===== src/rtl/wps_pkg.sv =====
package wps_pkg;

  // Age counter width and its saturation value
  localparam int unsigned AGE_BITS = 32;
  localparam logic [AGE_BITS-1:0] AGE_MAX = '1;

  // Fixed durations
  localparam int unsigned MS_PER_SEC = 1000;
  localparam int unsigned PUBLISH_MS = 500;

  // Widths of the millisecond thresholds held in the config block
  localparam int unsigned AWAKE_MS_BITS = 26;  // 65535 s in ms
  localparam int unsigned LINK_MS_BITS  = 18;  // 255 s in ms
  localparam int unsigned WAIT_MS_BITS  = 16;

  // Config port widths
  localparam int unsigned CFG_IDX_BITS  = 3;
  localparam int unsigned CFG_DATA_BITS = 16;

  // Register indexes
  typedef enum logic [CFG_IDX_BITS-1:0] {
    CFG_DEEP_SLEEP_EN   = 3'd0,
    CFG_MAX_AWAKE_SEC   = 3'd1,
    CFG_WIFI_TIMEOUT    = 3'd2,
    CFG_MQTT_TIMEOUT    = 3'd3,
    CFG_RETAINED_WAIT   = 3'd4
  } cfg_idx_e;

  // Wake phases
  typedef enum logic [2:0] {
    PH_WIFI     = 3'd0,
    PH_MQTT     = 3'd1,
    PH_RETAINED = 3'd2,
    PH_EXECUTE  = 3'd3,
    PH_PUBLISH  = 3'd4,
    PH_SLEEP    = 3'd5,
    PH_MAINT    = 3'd6
  } phase_e;

  // Item kinds
  typedef enum logic {
    KIND_TICK    = 1'b0,
    KIND_RESTART = 1'b1
  } kind_e;

  // Settings, already scaled to milliseconds
  typedef struct packed {
    logic                     enabled;
    logic [AWAKE_MS_BITS-1:0] max_awake_ms;
    logic [LINK_MS_BITS-1:0]  wifi_to_ms;
    logic [LINK_MS_BITS-1:0]  mqtt_to_ms;
    logic [WAIT_MS_BITS-1:0]  retained_ms;
  } cfg_t;

  // One input request
  typedef struct packed {
    logic kind;
    logic force_maintenance;
    logic wifi_up;
    logic broker_up;
    logic work_pending;
  } item_t;

endpackage


===== src/rtl/wps_ifs.sv =====
// Input channel: one tick or restart request
interface wps_in_if;
  logic valid;
  logic ready;
  logic kind;
  logic force_maintenance;
  logic wifi_up;
  logic broker_up;
  logic work_pending;

  modport source (
    output valid, kind, force_maintenance, wifi_up, broker_up, work_pending,
    input  ready
  );
  modport sink (
    input  valid, kind, force_maintenance, wifi_up, broker_up, work_pending,
    output ready
  );
endinterface

// Output channel: phase after each request
interface wps_out_if;
  logic       valid;
  logic       ready;
  logic [2:0] phase;
  logic       sleep_now;

  modport source (
    output valid, phase, sleep_now,
    input  ready
  );
  modport sink (
    input  valid, phase, sleep_now,
    output ready
  );
endinterface


===== src/rtl/wps_cfg_regs.sv =====
module wps_cfg_regs (
  input  logic                                  clk_i,
  input  logic                                  rst_ni,
  input  logic                                  cfg_we_i,
  input  logic [wps_pkg::CFG_IDX_BITS-1:0]      cfg_idx_i,
  input  logic [wps_pkg::CFG_DATA_BITS-1:0]     cfg_wdata_i,
  output wps_pkg::cfg_t                         cfg_o
);
  import wps_pkg::*;

  cfg_t cfg_q, cfg_d;

  // Seconds are scaled to ms at write time
  always_comb begin
    cfg_d = cfg_q;
    if (cfg_we_i) begin
      case (cfg_idx_e'(cfg_idx_i))
        CFG_DEEP_SLEEP_EN: cfg_d.enabled = cfg_wdata_i[0];
        CFG_MAX_AWAKE_SEC: cfg_d.max_awake_ms =
            AWAKE_MS_BITS'(cfg_wdata_i) * AWAKE_MS_BITS'(MS_PER_SEC);
        CFG_WIFI_TIMEOUT: cfg_d.wifi_to_ms =
            LINK_MS_BITS'(cfg_wdata_i[7:0]) * LINK_MS_BITS'(MS_PER_SEC);
        CFG_MQTT_TIMEOUT: cfg_d.mqtt_to_ms =
            LINK_MS_BITS'(cfg_wdata_i[7:0]) * LINK_MS_BITS'(MS_PER_SEC);
        CFG_RETAINED_WAIT: cfg_d.retained_ms = cfg_wdata_i;
        default: ;
      endcase
    end
  end

  always_ff @(posedge clk_i or negedge rst_ni) begin
    if (!rst_ni) begin
      cfg_q.enabled      <= 1'b1;
      cfg_q.max_awake_ms <= AWAKE_MS_BITS'(60 * MS_PER_SEC);
      cfg_q.wifi_to_ms   <= LINK_MS_BITS'(15 * MS_PER_SEC);
      cfg_q.mqtt_to_ms   <= LINK_MS_BITS'(10 * MS_PER_SEC);
      cfg_q.retained_ms  <= WAIT_MS_BITS'(500);
    end else begin
      cfg_q <= cfg_d;
    end
  end

  assign cfg_o = cfg_q;

endmodule


===== src/rtl/wps_seq.sv =====
module wps_seq (
  input  logic           clk_i,
  input  logic           rst_ni,
  input  logic           step_i,
  input  wps_pkg::item_t item_i,
  input  wps_pkg::cfg_t  cfg_i,
  output wps_pkg::phase_e phase_o
);
  import wps_pkg::*;

  phase_e              phase_q, phase_d;
  logic [AGE_BITS-1:0] boot_age_q, boot_age_d;
  logic [AGE_BITS-1:0] phase_age_q, phase_age_d;
  logic [AGE_BITS-1:0] boot_inc, phase_inc;
  logic                awake_over;

  // Saturating increments
  assign boot_inc  = (boot_age_q == AGE_MAX) ? AGE_MAX : boot_age_q + 1'b1;
  assign phase_inc = (phase_age_q == AGE_MAX) ? AGE_MAX : phase_age_q + 1'b1;
  assign awake_over = boot_inc >= AGE_BITS'(cfg_i.max_awake_ms);

  // Phase step for one request
  always_comb begin
    phase_d     = phase_q;
    boot_age_d  = boot_inc;
    phase_age_d = phase_inc;
    if (item_i.kind == KIND_RESTART) begin
      boot_age_d  = '0;
      phase_age_d = '0;
      phase_d     = item_i.force_maintenance ? PH_MAINT : PH_WIFI;
    end else if (cfg_i.enabled) begin
      if (awake_over) begin
        phase_d = PH_SLEEP;
      end else begin
        case (phase_q)
          PH_WIFI: begin
            if (item_i.wifi_up) phase_d = PH_MQTT;
            else if (phase_inc >= AGE_BITS'(cfg_i.wifi_to_ms)) phase_d = PH_SLEEP;
          end
          PH_MQTT: begin
            if (item_i.broker_up) phase_d = PH_RETAINED;
            else if (phase_inc >= AGE_BITS'(cfg_i.mqtt_to_ms)) phase_d = PH_SLEEP;
          end
          PH_RETAINED: begin
            if (phase_inc >= AGE_BITS'(cfg_i.retained_ms)) phase_d = PH_EXECUTE;
          end
          PH_EXECUTE: begin
            if (!item_i.work_pending) phase_d = PH_PUBLISH;
          end
          PH_PUBLISH: begin
            if (phase_inc >= AGE_BITS'(PUBLISH_MS)) phase_d = PH_SLEEP;
          end
          default: ;
        endcase
      end
      // Any phase entry, including sleep re-entry, clears the phase age
      if (awake_over || phase_d != phase_q) phase_age_d = '0;
    end
  end

  always_ff @(posedge clk_i or negedge rst_ni) begin
    if (!rst_ni) begin
      phase_q     <= PH_WIFI;
      boot_age_q  <= '0;
      phase_age_q <= '0;
    end else if (step_i) begin
      phase_q     <= phase_d;
      boot_age_q  <= boot_age_d;
      phase_age_q <= phase_age_d;
    end
  end

  assign phase_o = phase_d;

endmodule


===== src/rtl/wake_phase_sequencer_core.sv =====
// Wake phase sequencer. Takes one tick or restart request per clock cycle
// while in_ch.ready is high and returns one result per request: the phase
// after that request and a sleep flag. The sequencer state updates as a
// request moves from the input register to the result register, so requests
// follow back to back at one per cycle while the output is not stalled.
// in_ch.ready drops only while both registers hold requests and the result
// is not being taken. Config writes are taken at any time but should be made
// while no request is in flight; second values are scaled to ms on write.
module wake_phase_sequencer_core (
  input  logic                              clk_i,
  input  logic                              rst_ni,
  input  logic                              cfg_we_i,
  input  logic [wps_pkg::CFG_IDX_BITS-1:0]  cfg_idx_i,
  input  logic [wps_pkg::CFG_DATA_BITS-1:0] cfg_wdata_i,
  wps_in_if.sink                            in_ch,
  wps_out_if.source                         out_ch
);
  import wps_pkg::*;

  cfg_t   cfg;
  item_t  in_item;
  item_t  s1_item_q;
  logic   s1_valid_q;
  logic   out_valid_q;
  phase_e out_phase_q;
  phase_e res_phase;
  logic   out_free, s1_move, in_take;

  // Handshake between stages
  assign out_free = !out_valid_q || out_ch.ready;
  assign s1_move  = s1_valid_q && out_free;
  assign in_take  = in_ch.valid && in_ch.ready;
  assign in_ch.ready = !s1_valid_q || out_free;

  assign in_item = '{
    kind:              in_ch.kind,
    force_maintenance: in_ch.force_maintenance,
    wifi_up:           in_ch.wifi_up,
    broker_up:         in_ch.broker_up,
    work_pending:      in_ch.work_pending
  };

  wps_cfg_regs u_cfg (
    .clk_i       (clk_i),
    .rst_ni      (rst_ni),
    .cfg_we_i    (cfg_we_i),
    .cfg_idx_i   (cfg_idx_i),
    .cfg_wdata_i (cfg_wdata_i),
    .cfg_o       (cfg)
  );

  wps_seq u_seq (
    .clk_i   (clk_i),
    .rst_ni  (rst_ni),
    .step_i  (s1_move),
    .item_i  (s1_item_q),
    .cfg_i   (cfg),
    .phase_o (res_phase)
  );

  // Input register
  always_ff @(posedge clk_i or negedge rst_ni) begin
    if (!rst_ni) begin
      s1_valid_q <= 1'b0;
    end else if (in_ch.ready) begin
      s1_valid_q <= in_ch.valid;
    end
  end

  always_ff @(posedge clk_i) begin
    if (in_take) s1_item_q <= in_item;
  end

  // Result register
  always_ff @(posedge clk_i or negedge rst_ni) begin
    if (!rst_ni) begin
      out_valid_q <= 1'b0;
    end else if (out_free) begin
      out_valid_q <= s1_valid_q;
    end
  end

  always_ff @(posedge clk_i) begin
    if (s1_move) out_phase_q <= res_phase;
  end

  assign out_ch.valid     = out_valid_q;
  assign out_ch.phase     = out_phase_q;
  assign out_ch.sleep_now = (out_phase_q == PH_SLEEP);

endmodule

===== src/flat_wrapper.sv =====
// flat-port wrapper written by rule: the top's interface ports become plain ports
module wake_phase_sequencer_core_flat import wps_pkg::*;
  (clk_i, rst_ni, cfg_we_i, cfg_idx_i, cfg_wdata_i, in_ch_valid, in_ch_kind, in_ch_force_maintenance, in_ch_wifi_up, in_ch_broker_up, in_ch_work_pending, in_ch_ready, out_ch_valid, out_ch_phase, out_ch_sleep_now, out_ch_ready);
  wps_in_if in_ch_i ();
  wps_out_if out_ch_i ();
  input  logic clk_i;
  input  logic rst_ni;
  input  logic cfg_we_i;
  input  logic [wps_pkg::CFG_IDX_BITS-1:0] cfg_idx_i;
  input  logic [wps_pkg::CFG_DATA_BITS-1:0] cfg_wdata_i;
  input wire logic [$bits(in_ch_i.valid)-1:0] in_ch_valid;
  input wire logic [$bits(in_ch_i.kind)-1:0] in_ch_kind;
  input wire logic [$bits(in_ch_i.force_maintenance)-1:0] in_ch_force_maintenance;
  input wire logic [$bits(in_ch_i.wifi_up)-1:0] in_ch_wifi_up;
  input wire logic [$bits(in_ch_i.broker_up)-1:0] in_ch_broker_up;
  input wire logic [$bits(in_ch_i.work_pending)-1:0] in_ch_work_pending;
  output wire logic [$bits(in_ch_i.ready)-1:0] in_ch_ready;
  output wire logic [$bits(out_ch_i.valid)-1:0] out_ch_valid;
  output wire logic [$bits(out_ch_i.phase)-1:0] out_ch_phase;
  output wire logic [$bits(out_ch_i.sleep_now)-1:0] out_ch_sleep_now;
  input wire logic [$bits(out_ch_i.ready)-1:0] out_ch_ready;
  assign in_ch_i.valid = in_ch_valid;
  assign in_ch_i.kind = in_ch_kind;
  assign in_ch_i.force_maintenance = in_ch_force_maintenance;
  assign in_ch_i.wifi_up = in_ch_wifi_up;
  assign in_ch_i.broker_up = in_ch_broker_up;
  assign in_ch_i.work_pending = in_ch_work_pending;
  assign in_ch_ready = in_ch_i.ready;
  assign out_ch_valid = out_ch_i.valid;
  assign out_ch_phase = out_ch_i.phase;
  assign out_ch_sleep_now = out_ch_i.sleep_now;
  assign out_ch_i.ready = out_ch_ready;
  wake_phase_sequencer_core u_core (.clk_i(clk_i), .rst_ni(rst_ni), .cfg_we_i(cfg_we_i), .cfg_idx_i(cfg_idx_i), .cfg_wdata_i(cfg_wdata_i), .in_ch(in_ch_i), .out_ch(out_ch_i));
endmodule

===== config.mk =====
export PLATFORM = sky130hd
export DESIGN_NAME = wake_phase_sequencer_core_flat
export DESIGN_NICKNAME = d
export VERILOG_FILES = /design/src/rtl/wps_pkg.sv /design/src/rtl/wps_ifs.sv /design/src/rtl/wps_cfg_regs.sv /design/src/rtl/wps_seq.sv /design/src/rtl/wake_phase_sequencer_core.sv /design/src/flat_wrapper.sv
export SDC_FILE = /design/constraint.sdc
export NUM_CORES = 1
export LEC_CHECK = 0
export ABC_CLOCK_PERIOD_IN_PS = 5100
export BUFFER_PORTS_ARGS = -buffer_cell sky130_fd_sc_hd__buf_4
export CORE_MARGIN = 5
export CORE_UTILIZATION = 31
export DETAILED_ROUTE_END_ITERATION = 8
export PLACE_DENSITY = 0.57
export SLEW_MARGIN = 15
export SYNTH_ARGS = -nofsm -noshare
export SYNTH_HDL_FRONTEND = slang
export SYNTH_SLANG_ARGS = --single-unit

===== constraint.sdc =====
create_clock -name clk_i -period 5.1 [get_ports clk_i]
set_input_delay 0.255 -clock clk_i [delete_from_list [all_inputs] [get_ports clk_i]]
set_output_delay 0.255 -clock clk_i [all_outputs]
set_load 0.1 [all_outputs]

After elaboration in Yosys (flattened, before gate mapping)
Cells that the tools add are included.
{ "word_totals": {"register_bits": 147, "in_bits": 29, "latch_bits": 0, "memories": 0, "mem_bits_rw": 0, "out_inout_bits": 6, "mem_bits_ro": 0, "word_cells": 71} }
{ "classes": {"div": 0, "addsub": 2, "reduce_logical": 14, "multipliers": 2, "n_shift": 0, "magnitude_cmp": 5, "n_bitwise": 0, "n_mux": 20, "n_eq_ne": 12} }
{ "op_table": {"columns": ["operator", "count"], "rows": [
  ["2-to-1 mux 32 bit", 6],
  ["adder 32 x 1 -> 32 bit, second input constant", 2],
  ["== test 32 bit, second input constant", 2],
  [">= comparator 32 x 18 -> 1 bit", 2],
  ["2-to-1 mux 3 bit", 13],
  [">= comparator 32 x 16 -> 1 bit", 1],
  [">= comparator 32 x 26 -> 1 bit", 1],
  [">= comparator 32 x 9 -> 1 bit, second input constant", 1],
  ["multiplier 16 x 7 -> 23 bit, second input constant", 1],
  ["multiplier 8 x 7 -> 15 bit, second input constant", 1],
  ["one-hot mux 3 bit (5 select lines)", 1],
  ["== test 3 x 2 -> 1 bit, second input constant", 4],
  ["AND reduction 2 bit", 5],
  ["== test 3 bit, second input constant", 3],
  ["== test 3 x 1 -> 1 bit, second input constant", 2],
  ["logical NOT 3 bit", 2],
  ["logical OR 1 bit", 3],
  ["!= test 3 bit", 1],
  ["logical AND 1 bit", 2],
  ["logical NOT 1 bit", 2]
]} }

Depth between registers and ports, before layout
Gate-level depths: netlist of the first run.
{ "logic_depth": {"depth_word": 14, "mapped_depth": 23, "ltp_nobuf": 19} }

Modules after synthesis
From an unflattened synthesis of the first run, not the netlist that was laid out.
{ "unflattened": {"hier_cells": 1510, "area_unflattened_um2": 13377.8} }
{ "modules_own_cells": {"columns": ["module", "cells_per_inst", "instances", "area_per_inst_um2", "seq_area_each_um2"], "rows": [
  ["wps_seq", 891, 1, 6920.4, 1676.6],
  ["wps_cfg_regs", 602, 1, 6104.6, 1784.2],
  ["wake_phase_sequencer_core", 17, 1, 352.8, 290.3]
]} }

Worst setup path before layout of the first run
OpenSTA, ideal clock, no wires.
{ "synth_timing": {"kind": "register to register", "start": "reg u_core.u_seq.phase_age_q[0]", "end": "reg u_core.u_seq.phase_age_q[15]", "setup_time_ns": 0.066, "arrival_time_ns": 4.732, "synth_period_minus_slack_ns": 4.799, "t_required_ns": 5.034, "stages_incl_launch_ff": 21, "path_buffers": 4, "slack_ns": 0.301, "path_cell_list": "dfrtp_1 ha_1 nand2_1 or4_1 or4_1 clkbuf_1 clkbuf_1 nand2_1 ha_1 a21o_1 a21o_1 a2111oi_0 a31oi_1 a311oi_1 nand4b_1 a221o_1 o31ai_4 or2_1 buf_4 buf_6 a22o_1"} }
{ "synth_between": {"elab_chain_len": 14, "word_cells_on_any_way": 22, "cone_classes": "1 x add/sub; 4 x order compare; 2 x eq/ne; 14 x mux; 1 x reduce/logical"} }
{ "synth_lines": {"columns": ["item", "line", "source"], "rows": [
  ["start, declared", "wps_seq.sv:13", "logic [AGE_BITS-1:0] phase_age_q, phase_age_d;"],
  ["start signal, assigned", "wps_seq.sv:69", "phase_age_q <= phase_age_d;"],
  ["adder 32 x 1 -> 32 bit / == test 32 bit (equally long branches)", "wps_seq.sv:19", "assign phase_inc = (phase_age_q == AGE_MAX) ? AGE_MAX : phase_age_q + 1'b1;"],
  ["2-to-1 mux 32 bit (*)", "wps_seq.sv:19", null],
  [">= comparator 32 x 18 -> 1 bit, on equally long branches", "wps_seq.sv:42, wps_seq.sv:38", null],
  ["2-to-1 mux 3 bit, on equally long branches", "wps_seq.sv:42, wps_seq.sv:38", null],
  ["2-to-1 mux 3 bit, on equally long branches", "wps_seq.sv:41, wps_seq.sv:37", null],
  ["one-hot mux 3 bit (5 select lines)", "wps_seq.sv:35", "case (phase_q)"],
  ["2-to-1 mux 3 bit", "wps_seq.sv:32", "if (awake_over) begin"],
  ["2-to-1 mux 3 bit", "wps_seq.sv:31", "end else if (cfg_i.enabled) begin"],
  ["2-to-1 mux 3 bit", "wps_seq.sv:27", "if (item_i.kind == KIND_RESTART) begin"],
  ["!= test 3 bit", "wps_seq.sv:57", "if (awake_over || phase_d != phase_q) phase_age_d = '0;"],
  ["logical OR 1 bit", "wps_seq.sv:57", null],
  ["2-to-1 mux 32 bit", "wps_seq.sv:57", null],
  ["2-to-1 mux 32 bit (*)", "wps_seq.sv:31", null],
  ["2-to-1 mux 32 bit (*)", "wps_seq.sv:27", null]
]} }
Every way passes the cells marked *; elsewhere a longest branch is shown, timed or not. The select of a mux whose other input is x is not followed.
A chain may end at the register's enable or synchronous reset.

Worst setup path after layout of the first run
{ "layout_timing": {"start": "reg u_core.u_seq.phase_age_q[1]", "end": "reg u_core.u_seq.phase_age_q[28]"} }
The elaborated chain is that of the path after synthesis.

==> results of run 1 <==
final cells by class:
class,count,area [µm²]
Sequential cell,147,3750
Multi-Input combinational cell,1007,7900
Clock buffer,19,453
Timing Repair Buffer,90,708
Tap cell,518,648
Clock inverter,13,139
Fill cell,3959,24900
Inverter,117,439
registers in the layout, summed over array words and instances (netlist names):
signal / count
u_core.out_ch.phase: 3
u_core.u_seq.boot_age_q: 32
u_core.u_seq.phase_q: 3
u_core.u_cfg.cfg_o: 70
u_core.s1_item_q: 5
u_core.s1_valid_q: 1
u_core.out_ch.valid: 1
u_core.u_seq.phase_age_q: 32
routing by layer:
layer	vias up	track usage	wire length, µm	share of wire
met4	0	0.0378	367	0.012
met1	4782	0.216	15900	0.51
met5	-	0	0	0
met2	228	0.220	13800	0.44
li1	4819	-	-	-
met3	24	0.0216	1180	0.038
final timing paths:
| path | startpoint | to | slack (ns) | cells past startpoint |
|---|---|---|---|---|
| setup / recovery | u_core.u_seq.phase_age_q[1] | u_core.u_seq.phase_age_q[28] | 0.21 | 17 |
| hold / removal | rst_ni | u_core.out_ch.valid | -0.05 | 1 |
| setup reg to reg | u_core.u_seq.phase_age_q[1] | u_core.u_seq.phase_age_q[28] | 0.21 | 17 |
| hold reg to reg | u_core.u_cfg.cfg_o[75] | u_core.u_cfg.cfg_o[75] | 0.48 | 2 |
| max in group asynchronous | rst_ni | u_core.u_cfg.cfg_o[63] | 3.96 | 2 |
| min in group clk_i | in_ch_valid | u_core.s1_valid_q | 0.04 | 2 |
synth_stat cells, types with 12 or more instances:
cell and number:
ha_1 143, nand2_1 140, inv_1 116, dfrtp_1 113, o21ai_0 97, a21oi_1 64, nor2_1 59, clkbuf_1 58
fa_1 57, nand3_1 45, xor2_1 38, nor3_1 36, xnor2_1 34, nand4_1 33, dfstp_2 26, a22o_1 25
mux2_2 22, a21o_1 20, nor4_1 20, a31oi_1 17, and3_1 15, o31ai_1 12
critical path: stages (launching register included):
cell       delay, ns
dfrtp_1         0.37
ha_2            0.19
nand2_1         0.08
or4_4           0.50
or4_4           0.56
buf_4           0.19
nand2_1         0.19
ha_1            0.29
a21o_1          0.17
a2111oi_1       0.39
a31oi_1         0.20
a311oi_1        0.28
nand4b_1        0.13
a221o_1         0.36
o31ai_4         0.29
buf_6           0.17
o21ai_0         0.07
a221oi_1        0.31
kinds of logic (layout without fill, tap and decap cells):
kind of cell	count (synthesis)	count (layout)
buffers and inverters	182	239
adders and majority gates	200	200
muxes	23	23
DFF	147	147
AOI/OAI and AO/OA	301	301
xor gates and xnor gates	72	72
and+or+nand+nor	411	411
timing repair:
| item | CTS | global route |
|---|---|---|
| hold buffers | 5 | 0 |
| gates resized for setup | 1 | 22 |
| setup endpoints to repair | 2 | 31 |
| buffers inserted | 0 | 5 |
| gates cloned | 0 | 0 |
| pin swaps | 0 | 7 |
| hold endpoints to repair | 5 | 0 |
per-stage QoR:
stage | std cells | setup WS (ns)
floorplan | 1336 | 0.301
global placement | 1869 | 0.137
detailed placement | 1869 | -0.0395
CTS | 1906 | 0.0324
global route | 1911 | -0.0341
finish | 1911 | 0.213
report_power, final:
group / switching, mW / total, mW / leakage, nW / internal (mW)
combinational: 1.58 / 2.73 / 4.34 / 1.15
sequential: 0.143 / 1.61 / 1.84 / 1.47
clock: 0.565 / 1.28 / 0.283 / 0.717
==> flow_summary.ini, run 1 <==
[floorplan]
start_util = 0.315
fp.dieArea_mm2 = 0.0436
core_mm2 = 0.0389
rows = 72
fp.dieH_um = 209
fp.dieW_um = 209
io_pins = 35

[logic_synthesis]
synth_edf_count = 8
ys.flop_type = dfrtp_1
synth_xor_xnor_area_share = 0.0515
synthesis.area_mm2 = 0.0123
synth_cell_types = 65
seq_area_frac_synth = 0.306
synthAdderAreaFrac = 0.239
synth_top_family_by_area = adder cells
synth_mux_area_frac = 0.0210
yosys_warnings = 0
async_flop_share = 0.946
synth_area_leaders = dfrtp_1 (23%), ha_1 (15%), fa_1 (9.3%), dfstp_2 (5.6%), nand2_1 (4.3%)
synth_top_area_cell = dfrtp_1
synth_compound_area_frac = 0.158
synth_cells = 1336
synth_seq_cells = 147
avgSynthCellArea_um2 = 9.17
syn_nets = 1565
yosys.area_share.simple = 0.167
synth_top_cell_area_share = 0.231

[drt]
vias_per_cell = 5.16
drc = 0
drt_pass1_iterations = 5
wl_per_cell_um = 16.3
drtAntennaViolNets = 0
route.vias.total = 9853
drt_iter0_drc = 749
drt_wl_total_um = 31200

[finish]
final_area_mm2 = 0.0140
final_common_cell = ha_1
n_antenna_cell = 0
drive_above_1_share = 0.144
fin_nets = 1609
syn2layout_area_growth_pct = 14.6
utilization = 0.361
final_cell_mix = ha_1 (142), nand2_1 (136), inv_1 (116)

[clock_tree]
cts_tree = built
clk_pin_slew_ns = 0.07
cts_root_buffer = clkbuf_16
htreeDepth = 4
clockBufferDepth = 2
cts_sinks = 147
cts_buffers = 17
clock_latency_ns = 0.43

[critical_path]
end_kind = flip-flop
critPathLaunchType = flip-flop
path_class = flip-flop to flip-flop
worstPathArrival_ns = 5.21
cp_max_fo = 7
cp_data_required_time_ns = 5.42

[timing]
fin_crit_sh = 0.958
skew_ns = 0.0163
final.setup.tns_ns = 0
timing.fmax_mhz = 205
whs_ns = -0.0529
period_minus_slack_ns = 4.89
drv_slew = 0
final-setup-viol-count = 0
hold_violations = 33
worst_pin_slew_ns = 1.13
max_slew_margin = 0.247

[job]
maxCapViolations = 0

[pwr]
p_per_area_mw_per_mm2 = 401
total_power_mw = 5.62
p_leak_nw = 6.47
ir_worst_vdd_v = 0.000200

[grt]
antenna_found_initial = 0
grt_overflow = 0
grt_pass1_vias = 9891
grt_pass1_wl_um = 52400
grtUsageTotal = 0.145
grt_max_degree = 99

[place]
globalplace.congestion = 0.822
io_buffers = 34
dp_hpwl_um = 23500
place_area_mm2 = 0.0133

[outcome]
violations = negative hold slack
status = complete, but fails checks

[min_path]
hp-class = primary input to async pin
No activity file was read; power rests on OpenSTA's default activity.
==> run 2: changes to the inputs <==
--- a/config.mk
+++ b/config.mk
@@ -10,7 +10,7 @@
 export CORE_MARGIN = 5
 export CORE_UTILIZATION = 31
 export DETAILED_ROUTE_END_ITERATION = 8
-export PLACE_DENSITY = 0.57
+export RECOVER_POWER = 100
 export SLEW_MARGIN = 15
 export SYNTH_ARGS = -nofsm -noshare
 export SYNTH_HDL_FRONTEND = slang
==> flow_summary.ini, run 2 (synthesized netlist as in run 1, its figures left out) <==
[grt]
grt_overflow = 0
grt_pass1_wl_um = 50400
grt_max_degree = 90
grtUsageTotal = 0.139
antenna_found_initial = 0
grt_pass1_vias = 9635

[drt]
vias_per_cell = 5.16
drt_iter0_drc = 693
route.vias.total = 9803
drc = 0
drtAntennaViolNets = 0
drt_pass1_iterations = 6
drt_wl_total_um = 30200
wl_per_cell_um = 15.9

[floorplan]
rows = 72
fp.dieW_um = 209
fp.dieArea_mm2 = 0.0436
fp.dieH_um = 209
start_util = 0.315
io_pins = 35
core_mm2 = 0.0389

[outcome]
status = complete, but fails checks
violations = max-capacitance violations, max-slew violations

[place]
place_area_mm2 = 0.0132
io_buffers = 34
dp_hpwl_um = 23000
globalplace.congestion = 0.862

[critical_path]
worstPathArrival_ns = 5.11
r2r_slack_ns = 0.30
cp_data_required_time_ns = 5.42
cp_max_fo = 12
end_kind = flip-flop
critPathLaunchType = flip-flop
path_class = flip-flop to flip-flop

[pwr]
ir_worst_vdd_v = 0.000223
total_power_mw = 5.72
p_per_area_mw_per_mm2 = 411
p_leak_nw = 6.40

[timing]
drv_slew = 129
final.setup.tns_ns = 0
timing.fmax_mhz = 209
worst_pin_slew_ns = 2.45
period_minus_slack_ns = 4.80
fin_crit_sh = 0.940
max_slew_margin = -0.635
hold_violations = 0
skew_ns = 0.0127
final-setup-viol-count = 0

[finish]
syn2layout_area_growth_pct = 13.7
drive_above_1_share = 0.120
final_cell_mix = ha_1 (142), nand2_1 (138), inv_1 (117)
largest_reg_flops = 70
final_area_mm2 = 0.0139
final_common_cell = ha_1
n_antenna_cell = 0
fin_nets = 1598
utilization = 0.358

[clock_tree]
cts_tree = built
cts_sinks = 147
cts_root_buffer = clkbuf_16
clockBufferDepth = 2
clk_pin_slew_ns = 0.07
cts_buffers = 17
htreeDepth = 4
clock_latency_ns = 0.44

[min_path]
hp-class = primary input to flip-flop

[job]
maxCapViolations = 2
-- run 2: cell types whose count changed in the layout (fill, tap and decap cells not counted), moves of 3 or more --
cell and delta:
buf_4 -31, clkinvlp_4 -3, clkbuf_4 +6, bufinv_16 +3
nand3_2 -4, clkinv_8 +3, clkbuf_1 +11, nand3_1 +4
-- run 2: path summary, 6_finish.rpt --
kind | from | end | cells past startpoint
worst min-delay path | out_ch_ready | u_core.out_ch.valid | 3
max in group asynchronous | rst_ni | u_core.u_cfg.cfg_o[56] | 3
min in group asynchronous | rst_ni | u_core.out_ch.valid | 2
worst min register to register | u_core.u_cfg.cfg_o[47] | u_core.u_cfg.cfg_o[47] | 2
worst max-delay path | u_core.u_seq.phase_age_q[0] | u_core.u_seq.phase_age_q[28] | 18
worst max register to register | u_core.u_seq.phase_age_q[0] | u_core.u_seq.phase_age_q[28] | 18
-- run 2: cell type report --
| class | instances | area (µm²) |
|---|---|---|
| clock buffer | 17 | 425 |
| fill | 3958 | 25000 |
| sequential | 147 | 3750 |
| multi-input combinational | 1007 | 7840 |
| inverter | 117 | 439 |
| timing repair buffer | 79 | 581 |
| clock inverter | 15 | 244 |
| tap | 518 | 648 |
-- run 2: per-layer routing --
layer / routed length [µm] / share of wire / global-route usage
met1: 15500 / 0.51 / 0.211
met2: 13300 / 0.44 / 0.210
met3: 1010 / 0.033 / 0.0169
met4: 408 / 0.014 / 0.0367
met5: 0 / 0 / 0
-- run 2: metrics by stage --
stage               hold slack [ns]  std cells  setup slack (ns)
finish                        0.110       1900             0.304
global route                  0.116       1900           -0.0122
CTS                           0.108       1899             0.127
detailed placement            0.410       1860             0.116
global placement              0.403       1860             0.210
floorplan                   -0.0406       1336             0.301
-- run 2: critical path, cell delays in order, from the launching register on --
cell,delay [ns]
dfrtp_1,0.40
ha_1,0.19
nand2_1,0.10
or4_1,0.50
or4_4,0.49
buf_4,0.18
nand2_2,0.13
ha_1,0.28
a21oi_1,0.15
nand2_1,0.08
a2111oi_0,0.41
nor2_1,0.10
a211oi_1,0.36
a31o_2,0.24
nand4b_1,0.15
o31ai_4,0.36
buf_6,0.20
o21ai_0,0.08
a221oi_1,0.27
-- run 2: repair_timing --
item / CTS / global route
setup endpoints to repair: 0 / 32
endpoints found under the hold margin: 87 / 0
hold buffers: 7 / 0
resized for setup: 0 / 11
buffers inserted: 0 / 1
-- run 2: report_power, final --
group	switching [mW]	total (mW)	internal (mW)
Clock	0.578	1.42	0.846
Sequential	0.161	1.63	1.47
Combinational	1.56	2.67	1.12
==> run 3: changes to the inputs <==
--- a/config.mk
+++ b/config.mk
@@ -14,4 +14,5 @@
 export SLEW_MARGIN = 15
 export SYNTH_ARGS = -nofsm -noshare
 export SYNTH_HDL_FRONTEND = slang
+export SYNTH_HIERARCHICAL = 1
 export SYNTH_SLANG_ARGS = --single-unit
==> flow_summary.ini, run 3 <==
[finish]
final_common_cell = inv_1
largest_reg_flops = 70
syn2layout_area_growth_pct = 11.5
drive_above_1_share = 0.104
finalNonFillerCells = 2139
final_area_mm2 = 0.0149
fin_nets = 1778
final_cell_mix = inv_1 (196), ha_1 (152), nand2_1 (148)
n_antenna_cell = 0

[logic_synthesis]
synthesis.area_mm2 = 0.0134
synth_area_leaders = dfrtp_1 (21%), ha_1 (14%), fa_1 (8.2%), inv_1 (5.5%), dfstp_2 (5.1%)
avgSynthCellArea_um2 = 8.86
async_flop_share = 0.946
seq_area_frac_synth = 0.280
synth_cell_types = 88
synthAdderAreaFrac = 0.225
synth_edf_count = 8
synth_cells = 1510
ys.flop_type = dfrtp_1
yosys_warnings = 6
synth_compound_area_frac = 0.169
synth_seq_cells = 147
yosys.area_share.simple = 0.173
synth_top_area_cell = dfrtp_1
synth.most_common_cell = inv_1
synth_xor_xnor_area_share = 0.0432
synth_top_family_by_area = adder cells
synth_top_cell_area_share = 0.211
synth_mux_area_frac = 0.0280
synth_common_cells = inv_1 (196), ha_1 (153), nand2_1 (148)

[critical_path]
reg2regPathDepth = 19
worstPathArrival_ns = 5.16
end_kind = flip-flop
path_cells = and4_1 -> nand4_1 -> inv_1 -> nand3_2 -> nor2_2 -> and3_1 -> o21ai_0 -> ha_1 -> nand3b_1 -> or4_1 -> a222oi_1 -> buf_4 -> nand3_1 -> o21a_1 -> a211o_1 -> a311oi_1 -> buf_4 -> o221ai_2 -> a2111oi_2
crit_top_cell = buf_4
path_class = flip-flop to flip-flop
cpPeakStageDelay_ns = 0.43
critPathLaunchType = flip-flop
reg2reg_from = u_core/u_seq/boot_age_q[7]
cp_data_required_time_ns = 5.41
crit_start = u_core/u_seq/boot_age_q[7]
crit_end = u_core/u_seq/phase_age_q[26]
r2r_slack_ns = 0.25
cp_slowest_cell = dfrtp_1
r2r-end = u_core/u_seq/phase_age_q[26]
cp_max_fo = 11

[pwr]
total_power_mw = 6.02
p_per_area_mw_per_mm2 = 403
p_leak_nw = 7.05
ir_worst_vdd_v = 0.000221

[grt]
grtUsageTotal = 0.142
grt_overflow = 0
antenna_found_initial = 0
grt_max_degree = 66
grt_pass1_wl_um = 56400
grt_pass1_vias = 11000

[drt]
vias_per_cell = 5.12
drt_iter0_drc = 771
route.vias.total = 11000
drtAntennaViolNets = 0
drt_wl_total_um = 33400
wl_per_cell_um = 15.6
drt_pass1_iterations = 6
drc = 0

[place]
place_area_mm2 = 0.0143
pre_cts_ws_ns = 0.0719
dp_hpwl_um = 25500
globalplace.congestion = 0.875
placedCellCount = 2098
io_buffers = 34

[clock_tree]
cts_tree = built
clockBufferDepth = 2
clock_latency_ns = 0.43
htreeDepth = 4
cts_buffers = 17
cts_root_buffer = clkbuf_16
cts_sinks = 147
clk_pin_slew_ns = 0.07

[timing]
drv_slew = 166
final-setup-viol-count = 0
skew_ns = 0.0158
period_minus_slack_ns = 4.85
worst_pin_slew_ns = 2.82
fin_crit_sh = 0.952
max_slew_margin = -0.883
final.setup.tns_ns = 0
hold_violations = 0
layout_setup_ws_ns = 0.246
timing.fmax_mhz = 206
rsz0062_at_grt = no

[floorplan]
core_mm2 = 0.0429
start_util = 0.312
fp.dieW_um = 218
fp.dieH_um = 218
rows = 76
io_pins = 35
fp.dieArea_mm2 = 0.0474

[job]
maxCapViolations = 3

[outcome]
violations = max-capacitance violations, max-slew violations
status = complete, but fails checks

[min_path]
hp-class = primary input to flip-flop
hold_path_depth = 2
run 3: cell types whose count changed after synthesis, moves of 10 or more:
cell       delta
buf_2        +16
o2bb2ai_1    +11
o21ai_0      -34
ha_1         +10
clkbuf_1     -23
buf_4        +11
xor2_1       -22
o21ai_1      +22
o22ai_1      +12
nor2_1       +12
and4_1       +10
inv_1        +80
xnor2_1      +16
run 3: layout make-up:
type,count,area (µm²)
tap,585,732
timing repair buffer,73,520
inverter,196,736
sequential,147,3750
clock inverter,14,154
clock buffer,18,429
multi-input combinational,1106,8600
fill,4382,28000
run 3: layer usage:
layer	GRT usage	routed length (µm)
met2	0.231	15300
met1	0.207	16600
met4	0.0272	309
met3	0.0135	1140
met5	0	0
run 3: worst min path at each step:
stage                      from                  end  slack (ns)
floorplan                rst_ni  u_core/out_ch.valid       -0.04
global placement         rst_ni  u_core/out_ch.valid        0.13
detailed placement       rst_ni    u_core/s1_valid_q        0.14
CTS                 in_ch_valid    u_core/s1_valid_q        0.03
global route        in_ch_valid    u_core/s1_valid_q        0.04
finish              in_ch_valid    u_core/s1_valid_q        0.04
run 3: metrics by stage:
stage	hold WS, ns	util
after floorplan	-0.0406	-
after global placement	0.133	0.334
after detailed placement	0.138	0.334
after CTS	0.0309	0.349
after global routing	0.0398	0.348
final	0.0356	0.348
run 3: where the power goes:
part	switching (mW)	leakage (nW)	total (mW)	internal, mW
logic	1.88	4.93	3.15	1.26
registers	0.158	1.84	1.62	1.46
clock network	0.591	0.285	1.25	0.660
run 3: repair_timing:
action | 4_1_cts | 5_1_grt
setup buffers | 0 | 3
endpoints found under the setup margin | 0 | 32
endpoints found under the hold margin | 27 | 0
resized for setup | 0 | 11
hold buffers | 6 | 0
run 3: critical path, delay by kind of cell (launching register included):
family                     cells  cell delay, ns
adders and majority gates      1            0.24
buffers and inverters          3            0.60
DFF                            1            0.43
and+or+nand+nor                8            1.78
AOI/OAI and AO/OA              7            1.67
run 3: kinds of logic after synthesis:
group / after synthesis
and+or+nand+nor: 452
muxes: 34
buffers and inverters: 265
other: 1
AOI/OAI and AO/OA: 337
DFF: 147
adders and majority gates: 208
xor gates and xnor gates: 66
